## src/hdl/pps_pkg.sv

```systemverilog
// ----------------------------------------------------------------------------
// Path point search package
// Payload types, command and status groups, and codes of the block.
// ----------------------------------------------------------------------------
`timescale 1ns / 1ps

package pps_pkg;

   localparam logic [1:0] REQ_CLEAR  = 2'd0;
   localparam logic [1:0] REQ_APPEND = 2'd1;
   localparam logic [1:0] REQ_QUERY  = 2'd2;

   localparam logic [1:0] STATUS_OK    = 2'd0;
   localparam logic [1:0] STATUS_FULL  = 2'd1;
   localparam logic [1:0] STATUS_EMPTY = 2'd2;

   localparam int CSR_INDEX_W = 1;
   localparam int RADIUS_W    = 15;
   localparam logic [CSR_INDEX_W-1:0] CSR_LOOKAHEAD_RADIUS = 1'd0;
   localparam logic [CSR_INDEX_W-1:0] CSR_POINT_RADIUS     = 1'd1;
   localparam logic [RADIUS_W-1:0] LOOKAHEAD_RADIUS_RESET = 15'd500;
   localparam logic [RADIUS_W-1:0] POINT_RADIUS_RESET     = 15'd50;

   localparam int DIST_W = 33;
   localparam int POINT_W = 48;

   typedef struct packed {
      logic [1:0]          req_type;
      logic signed [15:0]  pos_x;
      logic signed [15:0]  pos_y;
      logic signed [15:0]  point_velocity;
   } req_payload_type;

   typedef struct packed {
      logic signed [15:0]  closest_x;
      logic signed [15:0]  closest_y;
      logic signed [15:0]  closest_velocity;
      logic                closest_valid;
      logic signed [15:0]  look_x;
      logic signed [15:0]  look_y;
      logic                look_found;
      logic [1:0]          status;
   } rsp_payload_type;

   typedef struct packed {
      logic signed [15:0]  velocity;
      logic signed [15:0]  y;
      logic signed [15:0]  x;
   } point_type;

   typedef struct packed {
      logic accept;
      logic close_start;
      logic take_best;
      logic advance;
      logic look_start;
      logic look_take;
      logic rsp_load;
   } cmd_type;

   typedef struct packed {
      logic empty;
      logic last;
      logic farther;
      logic meet;
      logic look_end;
   } stat_type;

endpackage

```

## src/hdl/pps_ctrl.sv

```systemverilog
// ----------------------------------------------------------------------------
// Path point search controller
// Sequences request handling, the closest walk and the lookahead walk.
// ----------------------------------------------------------------------------
`timescale 1ns / 1ps

module pps_ctrl (
   input  logic              clock,
   input  logic              reset,
   input  logic              req_valid,
   output logic              req_ready,
   input  logic [1:0]        req_kind,
   output logic              rsp_valid,
   input  logic              rsp_ready,
   input  pps_pkg::stat_type st,
   output pps_pkg::cmd_type  cmd
);
   import pps_pkg::*;

   localparam logic [2:0] S_IDLE   = 3'd0;
   localparam logic [2:0] S_READ   = 3'd1;
   localparam logic [2:0] S_SUB    = 3'd2;
   localparam logic [2:0] S_MUL    = 3'd3;
   localparam logic [2:0] S_ADD    = 3'd4;
   localparam logic [2:0] S_DECIDE = 3'd5;
   localparam logic [2:0] S_LOOK   = 3'd6;
   localparam logic [2:0] S_FINISH = 3'd7;

   localparam logic [1:0] PH_FIRST = 2'd0;
   localparam logic [1:0] PH_CAND  = 2'd1;
   localparam logic [1:0] PH_LOOK  = 2'd2;

   logic [2:0] state_ff, state_in;
   logic [1:0] phase_ff, phase_in;
   logic       rsp_valid_ff, rsp_valid_in;

   assign req_ready = (state_ff == S_IDLE);
   assign rsp_valid = rsp_valid_ff;

   always_comb begin
      state_in     = state_ff;
      phase_in     = phase_ff;
      rsp_valid_in = rsp_valid_ff && !rsp_ready;
      cmd          = '0;
      unique case (state_ff)
         S_IDLE: begin
            if (req_valid) begin
               cmd.accept = 1'b1;
               if (req_kind == REQ_QUERY && !st.empty) begin
                  cmd.close_start = 1'b1;
                  phase_in        = PH_FIRST;
                  state_in        = S_READ;
               end else begin
                  state_in = S_FINISH;
               end
            end
         end
         S_READ:  state_in = S_SUB;
         S_SUB:   state_in = S_MUL;
         S_MUL:   state_in = S_ADD;
         S_ADD:   state_in = S_DECIDE;
         S_DECIDE: begin
            priority if (phase_ff == PH_LOOK) begin
               cmd.look_take = 1'b1;
               if (st.meet || st.last) begin
                  state_in = S_FINISH;
               end else begin
                  cmd.advance = 1'b1;
                  state_in    = S_READ;
               end
            end else if (phase_ff == PH_CAND && st.farther) begin
               state_in = S_LOOK;
            end else begin
               cmd.take_best = 1'b1;
               if (st.last) begin
                  state_in = S_LOOK;
               end else begin
                  cmd.advance = 1'b1;
                  phase_in    = PH_CAND;
                  state_in    = S_READ;
               end
            end
         end
         S_LOOK: begin
            cmd.look_start = 1'b1;
            if (st.look_end) begin
               state_in = S_FINISH;
            end else begin
               phase_in = PH_LOOK;
               state_in = S_READ;
            end
         end
         S_FINISH: begin
            if (!rsp_valid_ff || rsp_ready) begin
               cmd.rsp_load = 1'b1;
               rsp_valid_in = 1'b1;
               state_in     = S_IDLE;
            end
         end
         default: state_in = S_IDLE;
      endcase
   end

   always_ff @(posedge clock) begin
      if (reset) begin
         state_ff     <= S_IDLE;
         phase_ff     <= PH_FIRST;
         rsp_valid_ff <= 1'b0;
      end else begin
         state_ff     <= state_in;
         phase_ff     <= phase_in;
         rsp_valid_ff <= rsp_valid_in;
      end
   end

endmodule

```

## config.mk

```make
export PLATFORM = sky130hd
export DESIGN_NAME = pps_ctrl
export DESIGN_NICKNAME = d
export VERILOG_FILES = /design/src/hdl/pps_pkg.sv /design/src/hdl/pps_ctrl.sv
export SDC_FILE = /design/constraint.sdc
export NUM_CORES = 1
export LEC_CHECK = 0
export BUFFER_PORTS_ARGS = -buffer_cell sky130_fd_sc_hd__buf_2
export CAP_MARGIN = 20
export CORE_AREA = 3 3 40 42
export DETAILED_ROUTE_END_ITERATION = 8
export DIE_AREA = 0 0 43 45
export GPL_TIMING_DRIVEN = 0
export SETUP_SLACK_MARGIN = 0.4
export SYNTH_ARGS = -nofsm -noshare
export SYNTH_HDL_FRONTEND = slang
export SYNTH_SLANG_ARGS = --single-unit
export TNS_END_PERCENT = 100
```

## constraint.sdc

```tcl
create_clock -name clock -period 3.2 [get_ports clock]
set_input_delay 0.32 -clock clock [delete_from_list [all_inputs] [get_ports clock]]
set_output_delay 0.32 -clock clock [all_outputs]
set_load 0.01 [all_outputs]
```

==> flow_metrics.env, run 1 <==
export IMPL_cp_arrival_ns=1.40
export IMPL_leakage_uw=0.000274
export IMPL_fin_nets=91
export IMPL_p_per_area_nw_per_um2=502
export IMPL_finalHoldViolations=0
export IMPL_yosys_top_cells_area="dfxtp_1, a21oi_1, nand3_1"
export IMPL_grt_ovfl_total=0
export IMPL_cp_slowest_stage_delay_ns=0.37
export IMPL_setup_ws_ns=1.48
export IMPL_met2_length_um=446
export IMPL_synth_commonest_cells="a21oi_1, dfxtp_1, nor2_1"
export IMPL_routedWlPerCell_um=11.7
export IMPL_area_delta_synth_final_pct=32.3
export IMPL_path_clk_slew_ns=0.04
export IMPL_r2r_slack_ns=1.82
export IMPL_rows=13
export IMPL_post_cts_buffers=0
export IMPL_netlist_instances=56
export IMPL_path_buf_inv=1
export IMPL_ys_seq_area_frac=0.285
export IMPL_synth_warnings=0
export IMPL_synthArstFlopShare=0
export IMPL_route_met3_wl_um=80
export IMPL_hold_buffers=0
export IMPL_pwr_share_seq=0.335
export IMPL_crit_chain="and3b_1 > a211o_2 > nor2_1 > buf_2"
export IMPL_hold_path_class="in -> reg"
export IMPL_place_ws_ns=1.56
export IMPL_fp_dieW_um=43
export IMPL_path_class="reg -> out"
export IMPL_htreeDepth=1
export IMPL_pin_count=20
export IMPL_worstReg2RegEnd="phase_ff[1]$_SDFFE_PP0P_"
export IMPL_setup_violations_final=0
export IMPL_tightest_slew_ns=0.506
export IMPL_ff_latch_area_um2=120
export IMPL_wl_um=1090
export IMPL_wirelength_met1_um=519
export IMPL_critPathCaptureType="output port"
export IMPL_finalClockSkew_ns=0.000507
export IMPL_start_util=0.328
export IMPL_ys_flop_type="dfxtp_1"
export IMPL_place_hpwl_um=867
export IMPL_rsz0062_at_grt="false"
export IMPL_nFillCells=144
export IMPL_grt_pass1_vias=435
export IMPL_cpLargestDelayFamily="flip-flops"
export IMPL_grt_start_max_net_pins=11
export IMPL_combPwrFrac=0.426
export IMPL_clockRootBuffer="clkbuf_4"
export IMPL_multi_input_area_um2=267
export IMPL_synth_nets=67
export IMPL_portBuffers=19
export IMPL_swShare=0.345
export IMPL_yosys_area_top_type="dfxtp_1"
export IMPL_numCtsBuffers=3
export IMPL_clock_sinks=6
export IMPL_viasPerCell=5.02
export IMPL_antenna_cells=0
export IMPL_crit_reg2reg_launch="phase_ff[1]$_SDFFE_PP0P_"
export IMPL_grt_total_usage=0.131
export IMPL_crit_path_start_kind="register"
export IMPL_switchingPower_uw=96.5
export IMPL_synth_seq_cells=6
export IMPL_antenna_found_initial=0
export IMPL_ir_drop_uv=328
export IMPL_yosysTopAreaCellShare=0.285
export IMPL_power_uw=280
export IMPL_drv_slew=0
export IMPL_synth_edf_count=0
export IMPL_crit_fanout=5
export IMPL_fin_setup_tns_ns=0
export IMPL_endpoint="cmd[3]"
export IMPL_core_area_um2=1280
export IMPL_grt_first_pass_wirelength_um=1800
export IMPL_synth_distinct_cells=24
export IMPL_whs_path_depth=2
export IMPL_ant_nets=0
export IMPL_tritoncts="yes"
export IMPL_drive_above_1_share=0.359
export IMPL_min_period_over_period=0.538
export IMPL_syn_area_um2=422
export IMPL_avgSynthCellArea_um2=7.53
export IMPL_place_gp_congestion=0.812
export IMPL_crit_path_top_delay_cell="dfxtp_1"
export IMPL_vias=467
export IMPL_internal_power_uw=183
export IMPL_drtPass1Iterations=2
export IMPL_chipHeight_um=45
export IMPL_critPathLaunch="phase_ff[1]$_SDFFE_PP0P_"
export IMPL_fmax_mhz=581
export IMPL_cp_depth=4
export IMPL_drcViolationCount=0
export IMPL_max_cap_violations=0
export IMPL_outcome="finished, final reports clean"
export IMPL_clk_latency_ns=0.24
export IMPL_drtIter0Drc=9
export IMPL_cts_repair_resized=0
export IMPL_slew_headroom=0.658
export IMPL_routed_top_layer="met4"
export IMPL_worstPathRequired_ns=2.88
export IMPL_die_area_um2=1940
export IMPL_clk_path_buf_depth=2
export IMPL_min_period_ns=1.72
export IMPL_pwr_share_clk=0.239
export IMPL_r2r_cells=4
cell type report:
class	instances	share of cell area
multi-input cells	45	0.478
clock buffers	3	0.0404
repair buffers	19	0.170
inverters	2	0.0135
well taps	15	0.0336
flip-flops and latches	6	0.215
plain buffers	3	0.0493
state kept, by name, indices dropped and copies added, names as in the netlist:
| register | count |
|---|---|
| rsp_valid | 1 |
| phase_ff | 2 |
| state_ff | 3 |
through the flow:
stage / util / hold slack, ns / instance area (um^2) / std cells
2_1_floorplan: - / 0.389 / 422 / 56
3_3_place_gp: 0.417 / 0.490 / 536 / 90
3_5_place_dp: 0.417 / 0.502 / 536 / 90
4_1_cts: 0.434 / 0.284 / 558 / 93
5_1_grt: 0.434 / 0.290 / 558 / 93
6_report: 0.434 / 0.293 / 558 / 93
routing by layer:
| metal | vias to the layer above | GRT usage |
|---|---|---|
| met5 | - | 0 |
| met4 | 0 | 0.127 |
| met1 | 197 | 0.154 |
| met2 | 20 | 0.195 |
| li1 | 246 | - |
| met3 | 4 | 0.0279 |
cell families after synthesis:
family | count (synthesis) | share of synthesized area
buf+inv | 5 | 0.0831
simple gates | 31 | 0.418
flops | 6 | 0.285
compound gates | 14 | 0.214
cells in the final DEF (no fill, tap or decap), types with 3 or more instances in the layout:
cell | Yosys | routed
clkbuf_4 | 0 | 3
a21oi_1 | 6 | 6
nor3_1 | 3 | 3
buf_2 | 1 | 20
nor2b_1 | 3 | 3
dfxtp_1 | 6 | 6
nand2b_1 | 3 | 3
nand3_1 | 5 | 5
nor2_1 | 6 | 6
nand2_1 | 3 | 3
worst reg2reg max path, cell delays in order (launching register included):
cell,delay (ns)
dfxtp_1,0.37
and3b_1,0.22
or4_4,0.52
nand3_1,0.09
a21oi_1,0.06
power groups by stage:
| stage | clock network (uW) | registers [uW] | logic (uW) |
|---|---|---|---|
| floorplan | 0 | 93.5 | 86.1 |
| global placement | 0 | 94.9 | 118 |
| detailed placement | 0 | 95.0 | 119 |
| CTS | 71.2 | 93.8 | 119 |
| global route | 78.2 | 95.3 | 131 |
| finish | 67.0 | 93.7 | 119 |
worst min path at each step:
stage	from	endpoint	slack (ns)
final	reset	phase_ff[0]$_SDFFE_PP0P_	0.29
after global routing	reset	phase_ff[0]$_SDFFE_PP0P_	0.29
after CTS	reset	phase_ff[0]$_SDFFE_PP0P_	0.28
after detailed placement	phase_ff[1]$_SDFFE_PP0P_	phase_ff[1]$_SDFFE_PP0P_	0.50
after global placement	phase_ff[1]$_SDFFE_PP0P_	phase_ff[1]$_SDFFE_PP0P_	0.49
after floorplan	reset	phase_ff[0]$_SDFFE_PP0P_	0.39
(Power assumes the default switching activity.)
==> run 2: changes to the inputs <==
--- a/config.mk
+++ b/config.mk
@@ -5,6 +5,7 @@
 export SDC_FILE = /design/constraint.sdc
 export NUM_CORES = 1
 export LEC_CHECK = 0
+export ABC_AREA = 1
 export BUFFER_PORTS_ARGS = -buffer_cell sky130_fd_sc_hd__buf_2
 export CAP_MARGIN = 20
 export CORE_AREA = 3 3 40 42
==> constraint.sdc (replaced) <==
create_clock -name clock -period 1.66 [get_ports clock]
set_input_delay 0.166 -clock clock [delete_from_list [all_inputs] [get_ports clock]]
set_output_delay 0.166 -clock clock [all_outputs]
set_load 0.01 [all_outputs]
==> run 2 against run 1 <==
Compared with the run above: clock power up 94%; count of clock-buffer cells in the layout unchanged; sequential cell count unchanged; sequential power rose to 3.9 times the previous value; combinational power rose to 6.0 times the previous value; die area unchanged; largest cell class unchanged.
==> flow_metrics.env, run 2 <==
export IMPL_clk_path_buf_depth=2
export IMPL_die_area_um2=1940
export IMPL_ys_seq_area_frac=0.253
export IMPL_fin_cells=119
export IMPL_finalHoldViolations=0
export IMPL_synth_warnings=0
export IMPL_drtIter0Drc=3
export IMPL_crit_path_top_delay_cell="dfxtp_4"
export IMPL_worstPathRequired_ns=1.49
export IMPL_drive_above_1_share=0.577
export IMPL_pin_count=20
export IMPL_hold_path_class="in -> reg"
export IMPL_synth_seq_cells=6
export IMPL_avgSynthCellArea_um2=6.17
export IMPL_drtPass1Iterations=4
export IMPL_clock_sinks=6
export IMPL_ant_nets=0
export IMPL_netlist_instances=77
export IMPL_crit_chain="inv_8 > nor4_4 > buf_2"
export IMPL_cp_slowest_stage_delay_ns=0.41
export IMPL_whs_path_depth=4
export IMPL_min_period_ns=1.28
export IMPL_fin_setup_tns_ns=0
export IMPL_min_from="reset"
export IMPL_chipHeight_um=45
export IMPL_swShare=0.491
export IMPL_grt_pass1_vias=486
export IMPL_cpLargestDelayFamily="flip-flops"
export IMPL_synthArstFlopShare=0
export IMPL_rsz0062_at_grt="true"
export IMPL_antenna_cells=0
export IMPL_syn_area_um2=475
export IMPL_critPathCaptureType="output port"
export IMPL_yosys_cell_count_top_type="nand2_1"
export IMPL_grt_first_pass_wirelength_um=1950
export IMPL_drcViolationCount=0
export IMPL_setup_violations_final=0
export IMPL_synth_nets=88
export IMPL_wl_um=1350
export IMPL_synth_distinct_cells=21
export IMPL_ir_drop_uv=888
export IMPL_largest_reg_flops=3
export IMPL_crit_path_start_kind="register"
export IMPL_clk_latency_ns=0.24
export IMPL_rows=13
export IMPL_vias=569
export IMPL_yosys_area_top_type="dfxtp_1"
export IMPL_leakage_uw=0.000373
export IMPL_regMostFlops="state_ff"
export IMPL_yosys_top_cells_area="dfxtp_1, nand2_1, nor2_1"
export IMPL_tritoncts="yes"
export IMPL_r2r_cells=9
export IMPL_crit_fanout=6
export IMPL_grt_start_max_net_pins=7
export IMPL_clockRootBuffer="clkbuf_4"
export IMPL_finalClockSkew_ns=0.00220
export IMPL_antenna_found_initial=0
export IMPL_multi_input_area_um2=379
export IMPL_place_ws_ns=0.417
export IMPL_final_cell_mix="buf_2, nand2_1, nor2_1, nand3_1"
export IMPL_combPwrFrac=0.593
export IMPL_synth_commonest_cells="nand2_1, nor2_1, nand3_1"
export IMPL_ys_flop_type="dfxtp_1"
export IMPL_routedWlPerCell_um=11.4
export IMPL_pwr_share_seq=0.299
export IMPL_switchingPower_uw=593
export IMPL_path_clk_slew_ns=0.04
export IMPL_path_class="reg -> out"
export IMPL_crit_reg2reg_launch="state_ff[2]$_SDFFE_PP0P_"
export IMPL_hold_buffers=0
export IMPL_path_buf_inv=2
export IMPL_core_area_um2=1280
export IMPL_place_gp_congestion=0.781
export IMPL_drv_slew=0
export IMPL_layout_commonest_cell="buf_2"
export IMPL_dp_cells=111
export IMPL_max_cap_violations=0
export IMPL_ff_latch_area_um2=139
export IMPL_min_period_over_period=0.773
export IMPL_p_per_area_nw_per_um2=1580
export IMPL_worstReg2RegEnd="state_ff[2]$_SDFFE_PP0P_"
export IMPL_numCtsBuffers=3
export IMPL_yosysTopAreaCellShare=0.253
export IMPL_pwr_share_clk=0.107
export IMPL_place_hpwl_um=880
export IMPL_fmax_mhz=779
export IMPL_outcome="finished, final reports clean"
export IMPL_start_util=0.370
export IMPL_slew_headroom=0.780
export IMPL_fp_dieW_um=43
export IMPL_grt_ovfl_total=0
export IMPL_cp_arrival_ns=1.12
export IMPL_area_delta_synth_final_pct=60.3
export IMPL_hold_path_end="phase_ff[0]$_SDFFE_PP0P_"
export IMPL_portBuffers=19
export IMPL_nFillCells=134
export IMPL_fin_nets=117
export IMPL_grt_total_usage=0.131
export IMPL_internal_power_uw=614
export IMPL_viasPerCell=4.78
export IMPL_synth_edf_count=0
export IMPL_htreeDepth=1
export IMPL_setup_ws_ns=0.376
export IMPL_tightest_slew_ns=0.328
export IMPL_r2r_slack_ns=0.45
==> run 2: changes by cell type after synthesis, sizes merged, moves of 3 or more <==
cell	change
nor2	+9
nand2b	-3
nand3	+5
buf	-3
nor2b	-3
nand2	+19
inv	+10
==> run 2: worst max-delay path by stage <==
| stage | startpoint | end | slack [ns] | cells after the start |
|---|---|---|---|---|
| final | state_ff[2]$_SDFFE_PP0P_ | cmd[0] | 0.38 | 3 |
| after CTS | state_ff[0]$_SDFFE_PP0P_ | cmd[0] | 0.37 | 3 |
| after global routing | state_ff[0]$_SDFFE_PP0P_ | cmd[5] | 0.31 | 4 |
| after floorplan | state_ff[0]$_SDFFE_PP0P_ | phase_ff[1]$_SDFFE_PP0P_ | 0.52 | 9 |
| after detailed placement | state_ff[0]$_SDFFE_PP0P_ | phase_ff[1]$_SDFFE_PP0P_ | 0.42 | 9 |
| after global placement | state_ff[0]$_SDFFE_PP0P_ | phase_ff[1]$_SDFFE_PP0P_ | 0.39 | 9 |
==> run 2: cell families (layout without fill, tap and decap cells) <==
logic type             Yosys count  after routing  synth area share
DFF                              6              6             0.253
and+or+nand+nor                 52             52             0.550
buffers and inverters           12             39             0.100
AOI/OAI and AO/OA                7              7            0.0974
==> run 2: metrics by stage <==
| step | hold WS [ns] | area (um^2) | total power (uW) | util |
|---|---|---|---|---|
| global route | 0.226 | 762 | 1300 | 0.593 |
| global placement | 0.458 | 589 | 818 | 0.459 |
| detailed placement | 0.465 | 589 | 817 | 0.459 |
| finish | 0.208 | 762 | 1210 | 0.593 |
| CTS | 0.202 | 667 | 1040 | 0.519 |
| floorplan | 0.346 | 475 | 688 | - |
==> run 2: metal layers <==
metal | vias to the layer above | wire length, um | GRT usage
met4 | 0 | 0 | 0.0542
met1 | 253 | 544 | 0.166
met3 | 0 | 53 | 0.0239
met2 | 14 | 756 | 0.222
li1 | 302 | - | -
met5 | - | 0 | 0
==> run 2: what timing repair did <==
action	CTS	global route
cloned	0	0
resized for setup	13	20
buffers inserted	2	3
pin swaps	1	4
setup endpoints to repair	7	7
==> run 2: cell type report <==
class	count	area share
Timing Repair Buffer	24	0.187
Inverter	12	0.0788
Tap cell	15	0.0246
Clock buffer	3	0.0296
Multi-Input combinational cell	59	0.498
Sequential cell	6	0.182
==> run 2: tightest hold or removal path, stage by stage <==
cell and delay (ns):
buf_2 0.08, inv_1 0.06, nand2_1 0.07, nor2_1 0.03
==> run 2: power by group through the flow <==
stage | Clock, uW | Combinational, uW | Sequential (uW)
2_1_floorplan | 0 | 416 | 272
3_3_place_gp | 0 | 531 | 287
3_5_place_dp | 0 | 532 | 285
4_1_cts | 138 | 588 | 316
5_1_grt | 145 | 785 | 372
6_report | 130 | 716 | 361
